<file path="config.mk">
export PLATFORM = sky130hd
export DESIGN_NAME = fixed_block_pool_allocator_flat
export DESIGN_NICKNAME = d
export VERILOG_FILES = /design/src/sv/fbpa_pkg.sv /design/src/sv/fbpa_req_if.sv /design/src/sv/fbpa_rsp_if.sv /design/src/sv/fbpa_ram.sv /design/src/sv/fixed_block_pool_allocator.sv /design/src/flat_wrapper.sv
export SDC_FILE = /design/constraint.sdc
export NUM_CORES = 2
export LEC_CHECK = 0
export BUFFER_PORTS_ARGS = -buffer_cell sky130_fd_sc_hd__buf_4
export CELL_PAD_IN_SITES_DETAIL_PLACEMENT = 2
export CELL_PAD_IN_SITES_GLOBAL_PLACEMENT = 2
export CORE_ASPECT_RATIO = 1.1
export CORE_MARGIN = 2
export CORE_UTILIZATION = 48
export CTS_CLUSTER_SIZE = 30
export DETAILED_ROUTE_END_ITERATION = 10
export MAX_ROUTING_LAYER = met4
export PLACE_DENSITY_LB_ADDON = 0.25
export SLEW_MARGIN = 15
export SYNTH_ARGS = -nofsm -noshare
export SYNTH_HDL_FRONTEND = slang
export SYNTH_HIERARCHICAL = 1
export SYNTH_SLANG_ARGS = --single-unit
</file>
<file path="constraint.sdc">
create_clock -name i_clk -period 9.41 [get_ports i_clk]
set_clock_uncertainty 0.15 [all_clocks]
set_input_delay 0.941 -clock i_clk [delete_from_list [all_inputs] [get_ports i_clk]]
set_output_delay 0.941 -clock i_clk [all_outputs]
set_load 0.1 [all_outputs]
</file>
<file path="src/sv/fbpa_pkg.sv">
// Shared widths, reset values and codes of the fixed block pool allocator.
package fbpa_pkg;

    localparam int unsigned ADDR_IO_W       = 32;
    localparam int unsigned SIZE_W          = 17;
    localparam int unsigned CNT_CFG_W       = 9;
    localparam int unsigned STATUS_W        = 3;
    localparam int unsigned CFG_IDX_W       = 2;
    localparam int unsigned CFG_DATA_W      = 32;

    localparam int unsigned DEF_MAX_BLOCKS  = 256;
    localparam int unsigned DEF_ADDR_WIDTH  = 32;

    localparam logic [ADDR_IO_W-1:0] RST_POOL_BASE   = 32'd0;
    localparam logic [SIZE_W-1:0]    RST_BLK_BYTES   = 17'd64;
    localparam logic [CNT_CFG_W-1:0] RST_BLOCK_COUNT = 9'd256;

    typedef enum logic [STATUS_W-1:0] {
        ST_OK      = 3'd0,
        ST_OOM     = 3'd1,
        ST_OUTSIDE = 3'd2,
        ST_DOUBLE  = 3'd3,
        ST_FULL    = 3'd4
    } t_status;

    typedef enum logic [CFG_IDX_W-1:0] {
        CFG_POOL_BASE   = 2'd0,
        CFG_BLK_BYTES   = 2'd1,
        CFG_BLOCK_COUNT = 2'd2
    } t_cfg_idx;

endpackage

</file>
<file path="src/sv/fbpa_req_if.sv">
// Request channel: allocate or free transaction towards the allocator.
interface fbpa_req_if;
    import fbpa_pkg::*;

    logic                 valid;
    logic                 ready;
    logic                 kind;
    logic [ADDR_IO_W-1:0] free_addr;

    modport source (output valid, output kind, output free_addr, input ready);
    modport sink   (input valid, input kind, input free_addr, output ready);
endinterface

</file>
<file path="src/sv/fbpa_rsp_if.sv">
// Response channel: one result transaction per request.
interface fbpa_rsp_if;
    import fbpa_pkg::*;

    logic                 valid;
    logic                 ready;
    logic [ADDR_IO_W-1:0] alloc_addr;
    t_status              status;
    logic [CNT_CFG_W-1:0] free_left;

    modport source (output valid, output alloc_addr, output status, output free_left,
                    input ready);
    modport sink   (input valid, input alloc_addr, input status, input free_left,
                    output ready);
endinterface

</file>
<file path="src/sv/fbpa_ram.sv">
// Generic single-write, single-read RAM with registered read data.
module fbpa_ram #(
    parameter int unsigned WIDTH = 8,
    parameter int unsigned DEPTH = 256
) (
    input  logic                     i_clk,
    input  logic                     i_we,
    input  logic [$clog2(DEPTH)-1:0] i_waddr,
    input  logic [WIDTH-1:0]         i_wdata,
    input  logic [$clog2(DEPTH)-1:0] i_raddr,
    output logic [WIDTH-1:0]         o_rdata
);
    logic [WIDTH-1:0] r_mem [DEPTH];
    logic [WIDTH-1:0] r_rdata;

    // write port
    always_ff @(posedge i_clk) begin
        if (i_we) begin
            r_mem[i_waddr] <= i_wdata;
        end
    end

    // registered read port
    always_ff @(posedge i_clk) begin
        r_rdata <= r_mem[i_raddr];
    end

    assign o_rdata = r_rdata;
endmodule

</file>
<file path="src/sv/fixed_block_pool_allocator.sv">
// Fixed block pool allocator: free-index stack and allocated map in RAM.
//
//  channel   | direction | transaction
//  ----------+-----------+----------------------------------------------
//  i_req     | in        | kind (0 allocate, 1 free), free_addr
//  o_rsp     | out       | alloc_addr, status, free_left
//  i_cfg_*   | in        | register write: pool_base, block bytes, block_count
//
// Allocate answers after stack read, index times size and add; out of memory answers
// straight from the request, a free outside the pool after the range check. Any other
// free runs a restoring divide, one index bit per cycle, then map read.
// After reset a clearing pass sweeps every map entry, i_req held off.
// One request is in flight at a time; a held result in the output register does
// not stop the next request from being accepted.
module fixed_block_pool_allocator #(
    parameter int unsigned MAX_BLOCKS = fbpa_pkg::DEF_MAX_BLOCKS,
    parameter int unsigned ADDR_WIDTH = fbpa_pkg::DEF_ADDR_WIDTH
) (
    input  logic                            i_clk,
    input  logic                            i_rst_n,
    input  logic                            i_cfg_we,
    input  logic [fbpa_pkg::CFG_IDX_W-1:0]  i_cfg_idx,
    input  logic [fbpa_pkg::CFG_DATA_W-1:0] i_cfg_data,
    fbpa_req_if.sink                        i_req,
    fbpa_rsp_if.source                      o_rsp
);
    import fbpa_pkg::*;

    localparam int unsigned IDX_W  = $clog2(MAX_BLOCKS);
    localparam int unsigned CNT_W  = $clog2(MAX_BLOCKS + 1);
    localparam int unsigned AW     = ADDR_WIDTH;
    localparam int unsigned SPW    = SIZE_W + CNT_W;
    localparam int unsigned RW     = (AW > SPW) ? AW : SPW;
    localparam int unsigned PRD_W  = IDX_W + SIZE_W;
    localparam int unsigned STEP_W = $clog2(IDX_W + 1);

    typedef enum logic [8:0] {
        S_CLEAR = 9'b0_0000_0001,
        S_IDLE  = 9'b0_0000_0010,
        S_POP   = 9'b0_0000_0100,
        S_ADDR  = 9'b0_0000_1000,
        S_CHK   = 9'b0_0001_0000,
        S_DIV   = 9'b0_0010_0000,
        S_MRD   = 9'b0_0100_0000,
        S_MAP   = 9'b0_1000_0000,
        S_DONE  = 9'b1_0000_0000
    } t_state;

    // saturate a block count to the pool capacity
    function automatic logic [CNT_W-1:0] f_eff_count(input logic [CNT_CFG_W-1:0] c);
        logic [CNT_W-1:0] res;
        if (32'(c) > 32'(MAX_BLOCKS)) begin
            res = CNT_W'(MAX_BLOCKS);
        end else begin
            res = CNT_W'(c);
        end
        return res;
    endfunction

    t_state                r_state, n_state;
    logic [ADDR_IO_W-1:0]  r_pool_base, n_pool_base;
    logic [SIZE_W-1:0]     r_blk_bytes, n_blk_bytes;
    logic [CNT_CFG_W-1:0]  r_block_count, n_block_count;
    logic [CNT_W-1:0]      r_total, n_total;
    logic [CNT_W-1:0]      r_low, n_low;
    logic [IDX_W-1:0]      r_clr, n_clr;
    logic [RW-1:0]         r_rem, n_rem;
    logic [RW-1:0]         r_dvs, n_dvs;
    logic [SPW-1:0]        r_span, n_span;
    logic [IDX_W-1:0]      r_quo, n_quo;
    logic [STEP_W-1:0]     r_step, n_step;
    logic [PRD_W-1:0]      r_prod, n_prod;
    logic [ADDR_IO_W-1:0]  r_res_addr, n_res_addr;
    t_status               r_res_status, n_res_status;
    logic                  r_ovld, n_ovld;
    logic [ADDR_IO_W-1:0]  r_o_addr, n_o_addr;
    t_status               r_o_status, n_o_status;
    logic [CNT_CFG_W-1:0]  r_o_left, n_o_left;

    logic [SIZE_W-1:0]     eff_size;
    logic [CNT_W-1:0]      eff_count;
    logic [CNT_W-1:0]      pos_pop;
    logic [AW-1:0]         free_off;
    logic [AW-1:0]         addr_sum;
    logic [IDX_W-1:0]      pop_idx;
    logic                  div_ge;
    logic                  req_acc;
    logic                  out_free;

    logic                  stk_we;
    logic [IDX_W-1:0]      stk_waddr;
    logic [IDX_W-1:0]      stk_wdata;
    logic [IDX_W-1:0]      stk_rdata;
    logic                  map_we;
    logic [IDX_W-1:0]      map_waddr;
    logic                  map_wdata;
    logic                  map_rdata;

    // free-index stack and allocated-block map
    fbpa_ram #(.WIDTH(IDX_W), .DEPTH(MAX_BLOCKS)) u_stack (
        .i_clk   (i_clk),
        .i_we    (stk_we),
        .i_waddr (stk_waddr),
        .i_wdata (stk_wdata),
        .i_raddr (pos_pop[IDX_W-1:0]),
        .o_rdata (stk_rdata)
    );

    fbpa_ram #(.WIDTH(1), .DEPTH(MAX_BLOCKS)) u_map (
        .i_clk   (i_clk),
        .i_we    (map_we),
        .i_waddr (map_waddr),
        .i_wdata (map_wdata),
        .i_raddr (r_quo),
        .o_rdata (map_rdata)
    );

    // effective configuration and derived terms
    assign eff_size  = (r_blk_bytes == '0) ? SIZE_W'(1) : r_blk_bytes;
    assign eff_count = f_eff_count(r_block_count);
    assign pos_pop   = r_total - CNT_W'(1);
    assign free_off  = AW'(i_req.free_addr) - AW'(r_pool_base);
    assign addr_sum  = AW'(r_pool_base) + AW'(r_prod);
    // positions below the low-water mark were never rewritten since the refill
    assign pop_idx   = (pos_pop < r_low) ? pos_pop[IDX_W-1:0] : stk_rdata;
    assign div_ge    = (r_rem >= r_dvs);
    assign req_acc   = i_req.valid && i_req.ready;
    assign out_free  = !r_ovld || o_rsp.ready;

    assign i_req.ready      = (r_state == S_IDLE);
    assign o_rsp.valid      = r_ovld;
    assign o_rsp.alloc_addr = r_o_addr;
    assign o_rsp.status     = r_o_status;
    assign o_rsp.free_left  = r_o_left;

    // sequencer and next-state logic
    always_comb begin
        n_state       = r_state;
        n_pool_base   = r_pool_base;
        n_blk_bytes   = r_blk_bytes;
        n_block_count = r_block_count;
        n_total       = r_total;
        n_low         = r_low;
        n_clr         = r_clr;
        n_rem         = r_rem;
        n_dvs         = r_dvs;
        n_span        = r_span;
        n_quo         = r_quo;
        n_step        = r_step;
        n_prod        = r_prod;
        n_res_addr    = r_res_addr;
        n_res_status  = r_res_status;
        n_ovld        = r_ovld && !o_rsp.ready;
        n_o_addr      = r_o_addr;
        n_o_status    = r_o_status;
        n_o_left      = r_o_left;
        stk_we        = 1'b0;
        stk_waddr     = r_total[IDX_W-1:0];
        stk_wdata     = r_quo;
        map_we        = 1'b0;
        map_waddr     = r_quo;
        map_wdata     = 1'b0;

        unique case (r_state)
            S_CLEAR: begin
                // sweep the map to all clear
                map_we    = 1'b1;
                map_waddr = r_clr;
                n_clr     = r_clr + IDX_W'(1);
                if (r_clr == IDX_W'(MAX_BLOCKS - 1)) begin
                    n_state = S_IDLE;
                end
            end
            S_IDLE: begin
                if (req_acc) begin
                    if (!i_req.kind) begin
                        if (r_total == '0) begin
                            n_res_addr   = '0;
                            n_res_status = ST_OOM;
                            n_state      = S_DONE;
                        end else begin
                            n_state = S_POP;
                        end
                    end else begin
                        n_rem   = RW'(free_off);
                        n_span  = SPW'(eff_size) * SPW'(eff_count);
                        n_state = S_CHK;
                    end
                end
            end
            S_POP: begin
                // pop the index, mark it allocated, form the offset
                map_we    = 1'b1;
                map_waddr = pop_idx;
                map_wdata = 1'b1;
                n_quo     = pop_idx;
                n_prod    = PRD_W'(pop_idx) * PRD_W'(eff_size);
                n_total   = pos_pop;
                if (pos_pop < r_low) begin
                    n_low = pos_pop;
                end
                n_state   = S_ADDR;
            end
            S_ADDR: begin
                n_res_addr   = ADDR_IO_W'(addr_sum);
                n_res_status = ST_OK;
                n_state      = S_DONE;
            end
            S_CHK: begin
                if (r_rem >= RW'(r_span)) begin
                    n_res_addr   = '0;
                    n_res_status = ST_OUTSIDE;
                    n_state      = S_DONE;
                end else begin
                    n_dvs   = RW'(eff_size) << (IDX_W - 1);
                    n_quo   = '0;
                    n_step  = STEP_W'(IDX_W - 1);
                    n_state = S_DIV;
                end
            end
            S_DIV: begin
                // one quotient bit per cycle
                if (div_ge) begin
                    n_rem = r_rem - r_dvs;
                end
                n_quo = (r_quo << 1) | IDX_W'(div_ge);
                n_dvs = r_dvs >> 1;
                if (r_step == '0) begin
                    n_state = S_MRD;
                end else begin
                    n_step = r_step - STEP_W'(1);
                end
            end
            S_MRD: begin
                n_state = S_MAP;
            end
            S_MAP: begin
                n_res_addr = '0;
                if (!map_rdata) begin
                    n_res_status = ST_DOUBLE;
                end else begin
                    map_we = 1'b1;
                    if (r_total < eff_count) begin
                        stk_we       = 1'b1;
                        n_total      = r_total + CNT_W'(1);
                        n_res_status = ST_OK;
                    end else begin
                        n_res_status = ST_FULL;
                    end
                end
                n_state = S_DONE;
            end
            S_DONE: begin
                // hand over to the output register once it is free
                if (out_free) begin
                    n_ovld     = 1'b1;
                    n_o_addr   = r_res_addr;
                    n_o_status = r_res_status;
                    n_o_left   = CNT_CFG_W'(r_total);
                    n_state    = S_IDLE;
                end
            end
            default: begin
                n_state = S_IDLE;
            end
        endcase

        // register writes; a count write refills the stack
        if (i_cfg_we) begin
            unique case (t_cfg_idx'(i_cfg_idx))
                CFG_POOL_BASE: begin
                    n_pool_base = ADDR_IO_W'(i_cfg_data);
                end
                CFG_BLK_BYTES: begin
                    n_blk_bytes = i_cfg_data[SIZE_W-1:0];
                end
                CFG_BLOCK_COUNT: begin
                    n_block_count = i_cfg_data[CNT_CFG_W-1:0];
                    n_total       = f_eff_count(i_cfg_data[CNT_CFG_W-1:0]);
                    n_low         = f_eff_count(i_cfg_data[CNT_CFG_W-1:0]);
                end
                default: begin
                end
            endcase
        end
    end

    // control registers
    always_ff @(posedge i_clk) begin
        if (!i_rst_n) begin
            r_state       <= S_CLEAR;
            r_pool_base   <= RST_POOL_BASE;
            r_blk_bytes   <= RST_BLK_BYTES;
            r_block_count <= RST_BLOCK_COUNT;
            r_total       <= f_eff_count(RST_BLOCK_COUNT);
            r_low         <= f_eff_count(RST_BLOCK_COUNT);
            r_clr         <= '0;
            r_ovld        <= 1'b0;
        end else begin
            r_state       <= n_state;
            r_pool_base   <= n_pool_base;
            r_blk_bytes   <= n_blk_bytes;
            r_block_count <= n_block_count;
            r_total       <= n_total;
            r_low         <= n_low;
            r_clr         <= n_clr;
            r_ovld        <= n_ovld;
        end
    end

    // datapath registers
    always_ff @(posedge i_clk) begin
        r_rem        <= n_rem;
        r_dvs        <= n_dvs;
        r_span       <= n_span;
        r_quo        <= n_quo;
        r_step       <= n_step;
        r_prod       <= n_prod;
        r_res_addr   <= n_res_addr;
        r_res_status <= n_res_status;
        r_o_addr     <= n_o_addr;
        r_o_status   <= n_o_status;
        r_o_left     <= n_o_left;
    end
endmodule
</file>
<file path="src/flat_wrapper.sv">
// flat-port wrapper written by rule: the top's interface ports become plain ports
module fixed_block_pool_allocator_flat import fbpa_pkg::*;
#(
    parameter int unsigned MAX_BLOCKS = fbpa_pkg::DEF_MAX_BLOCKS,
    parameter int unsigned ADDR_WIDTH = fbpa_pkg::DEF_ADDR_WIDTH
)
  (i_clk, i_rst_n, i_cfg_we, i_cfg_idx, i_cfg_data, i_req_valid, i_req_kind, i_req_free_addr, i_req_ready, o_rsp_valid, o_rsp_alloc_addr, o_rsp_status, o_rsp_free_left, o_rsp_ready);
  fbpa_req_if i_req_i ();
  fbpa_rsp_if o_rsp_i ();
  input  logic i_clk;
  input  logic i_rst_n;
  input  logic i_cfg_we;
  input  logic [fbpa_pkg::CFG_IDX_W-1:0] i_cfg_idx;
  input  logic [fbpa_pkg::CFG_DATA_W-1:0] i_cfg_data;
  input wire logic [$bits(i_req_i.valid)-1:0] i_req_valid;
  input wire logic [$bits(i_req_i.kind)-1:0] i_req_kind;
  input wire logic [$bits(i_req_i.free_addr)-1:0] i_req_free_addr;
  output wire logic [$bits(i_req_i.ready)-1:0] i_req_ready;
  output wire logic [$bits(o_rsp_i.valid)-1:0] o_rsp_valid;
  output wire logic [$bits(o_rsp_i.alloc_addr)-1:0] o_rsp_alloc_addr;
  output wire logic [$bits(o_rsp_i.status)-1:0] o_rsp_status;
  output wire logic [$bits(o_rsp_i.free_left)-1:0] o_rsp_free_left;
  input wire logic [$bits(o_rsp_i.ready)-1:0] o_rsp_ready;
  assign i_req_i.valid = i_req_valid;
  assign i_req_i.kind = i_req_kind;
  assign i_req_i.free_addr = i_req_free_addr;
  assign i_req_ready = i_req_i.ready;
  assign o_rsp_valid = o_rsp_i.valid;
  assign o_rsp_alloc_addr = o_rsp_i.alloc_addr;
  assign o_rsp_status = o_rsp_i.status;
  assign o_rsp_free_left = o_rsp_i.free_left;
  assign o_rsp_i.ready = o_rsp_ready;
  fixed_block_pool_allocator #(.MAX_BLOCKS(MAX_BLOCKS), .ADDR_WIDTH(ADDR_WIDTH)) u_core (.i_clk(i_clk), .i_rst_n(i_rst_n), .i_cfg_we(i_cfg_we), .i_cfg_idx(i_cfg_idx), .i_cfg_data(i_cfg_data), .i_req(i_req_i), .o_rsp(o_rsp_i));
endmodule
</file>
Word level (Yosys, flattened, before mapping)
Memory sizes are Yosys's and may differ from the RTL's. A register that Yosys moved wholly into a read port is not among the register bits.
Index checks and enable logic that the tools add are counted.
W data, S select, Z words.

operators by class
  add/sub/neg operators = 7
  multipliers = 2
  magnitude comparators = 6
  equality and inequality tests = 23
  mux-type cells = 57
  bitwise operators = 1
  reduce and logical (&&, ||, !) cells = 26

operators with widths
  operator              number
  $mux W32              8
  $mux W9               17
  $pmux W32 S2          2
  $pmux W32 S4          1
  $pmux W9 S8           1
  $sub A32 B32 Y32      2
  $add A32 B25 Y32      1
  $ge A32 B26 Y1        1
  $ge A32 B32 Y1        1
  $mul A17 B9 Y26       1
  $mul A8 B17 Y25       1
  $pmux W8 S3           1
  $gt A9 B9 Y1 const B  2
  $lt A9 B9 Y1          2
  $mux W3               6
  $pmux W9 S2           1
  $logic_not A17 Y1     1
  $mux W17              1
  $mux W8               2
  $pmux W8 S2           1
  $ne A2 B2 Y1 const B  6
  $pmux W3 S4           1
  $reduce_and A2 Y1     6
  $mux W1               11
  34 further kinds      45

storage, ports and cells
  register bits after elaboration = 300
  RAM bits = 2304
  input port bits = 72
  output and inout port bits = 46
  word-level logic and storage cells = 143
  memories = 2

memories
  memory                depth  bits a word  read ports  clocked after Yosys merged registers in  wr ports  line            text
  u_core.u_stack.r_mem  256    8            1           1                                        1         fbpa_ram.sv:13  logic [WIDTH-1:0] r_mem [DEPTH];
  u_core.u_map.r_mem    256    1            1           1                                        1         fbpa_ram.sv:13

Longest topological paths before layout
  word-level depth = 8
  mapped depth = 33
  gate-level depth less buffers = 31

Cells and area by module
Netlist, hierarchy kept.

by module, submodules not included
  module                      instances  cells an instance  area each (µm²)  seq. area each (µm²)
  fbpa_ram (u_core.u_stack)   1          3733               79556.3          61659.1
  fixed_block_pool_allocator  1          2728               25365.6          7827.5
  fbpa_ram (u_core.u_map)     1          788                11128.2          7707.4

Least setup slack after synthesis
No wires, ideal clock.

  kind = register to register
  from = register u_core.r_total[2]
  to = register u_core.r_prod[19] (data pin)
  library setup time = 0.258 ns
  data arrival time = 6.990 ns
  data required time = 9.002 ns
  path slack = 2.013 ns
  stages on the path, launching flop included = 29
  path buffers = 3
  clock period less this slack = 7.397 ns
  cells stage by stage = dfxtp_1 > clkbuf_1 > nor3_1 > nand2_1 > xnor2_1 > ha_1 > a21o_1 > a21oi_1 > o21ai_0 > a21o_1 > a21o_1 > buf_2 > mux2i_2 > clkbuf_1 > nor2b_1 > fa_1 > fa_1 > fa_1 > inv_1 > fa_1 > inv_1 > ha_1 > and3_1 > a221oi_1 > nand2b_1 > o21ai_0 > or3_1 > a21oi_1 > xnor2_1

between the ends
  cells in the longest elaborated chain, start to end = 4

RTL lines
  what                    line                               text
  from (decl)             fixed_block_pool_allocator.sv:64   logic [CNT_W-1:0] r_total, n_total;
  from (signal assigned)  fixed_block_pool_allocator.sv:295  r_total <= f_eff_count(RST_BLOCK_COUNT);
  from (signal assigned)  fixed_block_pool_allocator.sv:304  r_total <= n_total;
  $sub A9 B1 Y9 *         fixed_block_pool_allocator.sv:121  assign pos_pop = r_total - CNT_W'(1);
  net u_core.pos_pop[5]   fixed_block_pool_allocator.sv:82   logic [CNT_W-1:0] pos_pop;
  $lt A9 B9 Y1            fixed_block_pool_allocator.sv:125  assign pop_idx = (pos_pop < r_low) ? pos_pop[IDX_W-1:0] : stk_rdata;
  $mux W8 *               fixed_block_pool_allocator.sv:125
  $mul A8 B17 Y25 *       fixed_block_pool_allocator.sv:197  n_prod = PRD_W'(pop_idx) * PRD_W'(eff_size);
  to (signal assigned)    fixed_block_pool_allocator.sv:318  r_prod <= n_prod;
  to (decl)               fixed_block_pool_allocator.sv:72   logic [PRD_W-1:0] r_prod, n_prod;

The timed path passes the listed nets; every way through them passes the cells marked *.
A chain may end at the register's enable or synchronous reset.

Final worst setup path
  from = register u_core.r_total[0]
  to = register u_core.r_prod[24] (data pin)

Same word-level chain as after synthesis.

==> out/results.tsv <==
metric	value	unit
outcome	completed	
vias	71999	
boundaryPins	118	
path_max_fanout	29	
placed_cells	10255	
hold_violations	0	
drt-initial-drc-count	8840	
clock-root-buffer	clkbuf_16	
ys_seq_elements	2605	
drive_gt1_share	16.1	%
clock_latency	0.96	ns
crit_required	10.02	ns
slew_headroom	11.5	%
antenna_found_initial	16	
clock-sinks	2605	
whs	0.134	ns
die_h	520	um
fp.dieW	473	um
synthesis.nets	7737	
vdd_drop_max	180	uV
worst_pin_slew	1.32	ns
grt_pass1_wl	608000	um
fmax	0.112	GHz
grt_remaining_overflow	0	
critPathBufInv	6	
p_leak	44.9	nW
synthesis.area	116000	um2
path_common_cell	fa_1	
worstPathArrival	9.51	ns
area_delta_synth_final	11.4	%
final_antenna_net_count	0	
crit_path_start_kind	flip-flop	
avgViaCountPerCell	6.68	
firstDrtPassIters	5	
clkSlewWorstSetupHoldPaths	0.06	ns
synth_seq_area_share	66.5	%
end_kind	flip-flop	
drt_wl_total	430000	um
synth_top_area_share	64.7	%
cts_buffer_depth	4	
synth_top_cell_by_area	edfxtp_1	
io_buffers	117	
maxSlewViolCount	0	
setup-violations-final	0	
syn_area_per_cell	16.0	um2
setup_tns	0	ns
dp_hpwl	257000	um
yosys-top-cells-count	edfxtp_1 (2,502), nor2_1 (697), mux4_2 (496), nand2_1 (377), inv_1 (350)	
synth-edff-count	2502	
min_path_type	input port to flip-flop	
final_nets	7891	
cp_top_family	adder cells	
rsz0062_at_grt	false	
worst_path_max_delay_cell	mux2i_4	
async_flop_share	0	%
final.min_clock_period	8.90	ns
numCtsBuffers	293	
ys_warn_count	6	
coreArea	241000	um2
grt_max_degree	233	
grt_util_all_layers	35.9	%
synth_most_common_cell	edfxtp_1	
routedWlPerCell	39.9	um
htree_num_levels	5	
fin_ws	0.512	ns
max_stage_delay	0.71	ns
rows	189	
synth_area_leaders	edfxtp_1 (65%), mux4_2 (9.6%), fa_1 (3.4%), ha_1 (2.3%), nor2_1 (2.3%)	
syn_inst	7249	
post-cts-setup-buffers	0	
die_area	246000	um2
first_global_vias	76435	
fin_cells	10777	
drc	0	
fin_crit_sh	94.6	%
place_congestion	0.847	
rrSetupSlack	0.51	ns
dp_slack	0.732	ns
drv_cap	0	
ys_types	102	
critPathKind	flip-flop to flip-flop	
start_util	48.2	%
cts_tree	yes	
synth_flop_cell	edfxtp_1	
p_per_area	202	nW/um2
[final timing paths]
kind,startpoint,end,depth (start not counted)
hold reg to reg,u_core/r_res_addr[29]$_SDFFCE_PN0P_,u_core/o_rsp.alloc_addr[29]$_DFFE_PP_,0
hold / removal,i_req_kind,u_core/r_state[4]$_SDFFE_PN0P_,2
setup reg to reg,u_core/r_total[0]$_SDFF_PN0_,u_core/r_prod[24]$_DFFE_PP_,29
setup / recovery,u_core/r_total[0]$_SDFF_PN0_,u_core/r_prod[24]$_DFFE_PP_,29
[power by group]
part           total [mW]  leakage [nW]  switching [mW]  internal (mW)
Sequential           12.6          24.0          0.0387           12.6
Clock                11.5          4.40            5.00           6.47
Combinational        2.04          16.5            1.39          0.651
Total                26.1          44.9            6.43           19.7
[worst reg2reg max path, delay by kind of cell, from the launching register on]
family                     cells  cell delay [ns]
and+or+nand+nor                5             0.68
buffers and inverters          6             0.65
AOI/OAI and AO/OA             10             2.73
DFF                            1             0.47
muxes                          1             0.72
adders and majority gates      7             3.29
[state kept, by name, indices dropped and copies added, names as in the netlist, 17 cells and up]
signal and count:
u_core/o_rsp.alloc_addr 32, u_core/r_blk_bytes 17, u_core/r_dvs 24, u_core/r_pool_base 32
u_core/r_prod 25, u_core/r_rem 32, u_core/r_res_addr 32, u_core/r_span 26
u_core/u_map/r_mem 256, u_core/u_stack/r_mem 2048
[placed cells by master, fill, tap and decap left out, types with 32 or more instances in the layout]
master,n
a211oi_1,33
a21o_1,63
a21oi_1,275
a22oi_1,152
and2_1,97
buf_4,231
clkbuf_1,62
clkbuf_16,297
clkinv_1,57
clkinv_2,39
dfxtp_1,103
edfxtp_1,2502
fa_1,199
ha_1,217
inv_1,348
mux2i_1,204
mux4_2,496
nand2_1,374
nand2b_1,41
nand3_1,85
nand4_1,32
nor2_1,690
nor2b_1,148
nor3_1,58
o21ai_0,131
o221ai_1,49
o22ai_1,53
xnor2_1,79
xor2_1,47
[repair_timing]
item	CTS	global route
hold buffers	0	0
gates resized for setup	0	1
endpoints found under the hold margin	0	0
endpoints found under the setup margin	0	4
[metrics by stage]
step | cell area [um2] | power, mW | util (%)
finish | 129000 | 26.1 | 53.7
global route | 129000 | 26.7 | 53.7
CTS | 129000 | 26.2 | 53.6
detailed placement | 120000 | 14.8 | 49.9
global placement | 120000 | 14.7 | 49.9
floorplan | 116000 | 14.0 | -
[cell type report]
cell class              count  area [um2]
clock buffers             363        7720
clock inverters           138        1300
diodes                     17        42.5
fillers                 21269      111000
repair buffers            252        2130
multi-input cells        3898       35600
well taps                3151        3940
flip-flops and latches   2605       77200
inverters                 353        1350
[cell families after synthesis]
logic type      Yosys count  synth area share (%)
buf+inv                 746                  2.98
compound gates          956                  5.48
fa+ha+maj               416                  5.77
xor+xnor                132                 0.996
simple gates           1678                  6.68
flops                  2605                  66.5
mux                     716                  11.6
[metal layers]
layer / GRT usage (%) / up-vias / part of all wire, %
met5: - / - / 0
met4: 15.7 / 0 / 5.0
met3: 5.24 / 1016 / 7.0
met2: 59.8 / 4032 / 51
met1: 43.8 / 38897 / 37
li1: - / 28054 / -
No activity file was read; power rests on OpenSTA's default activity.
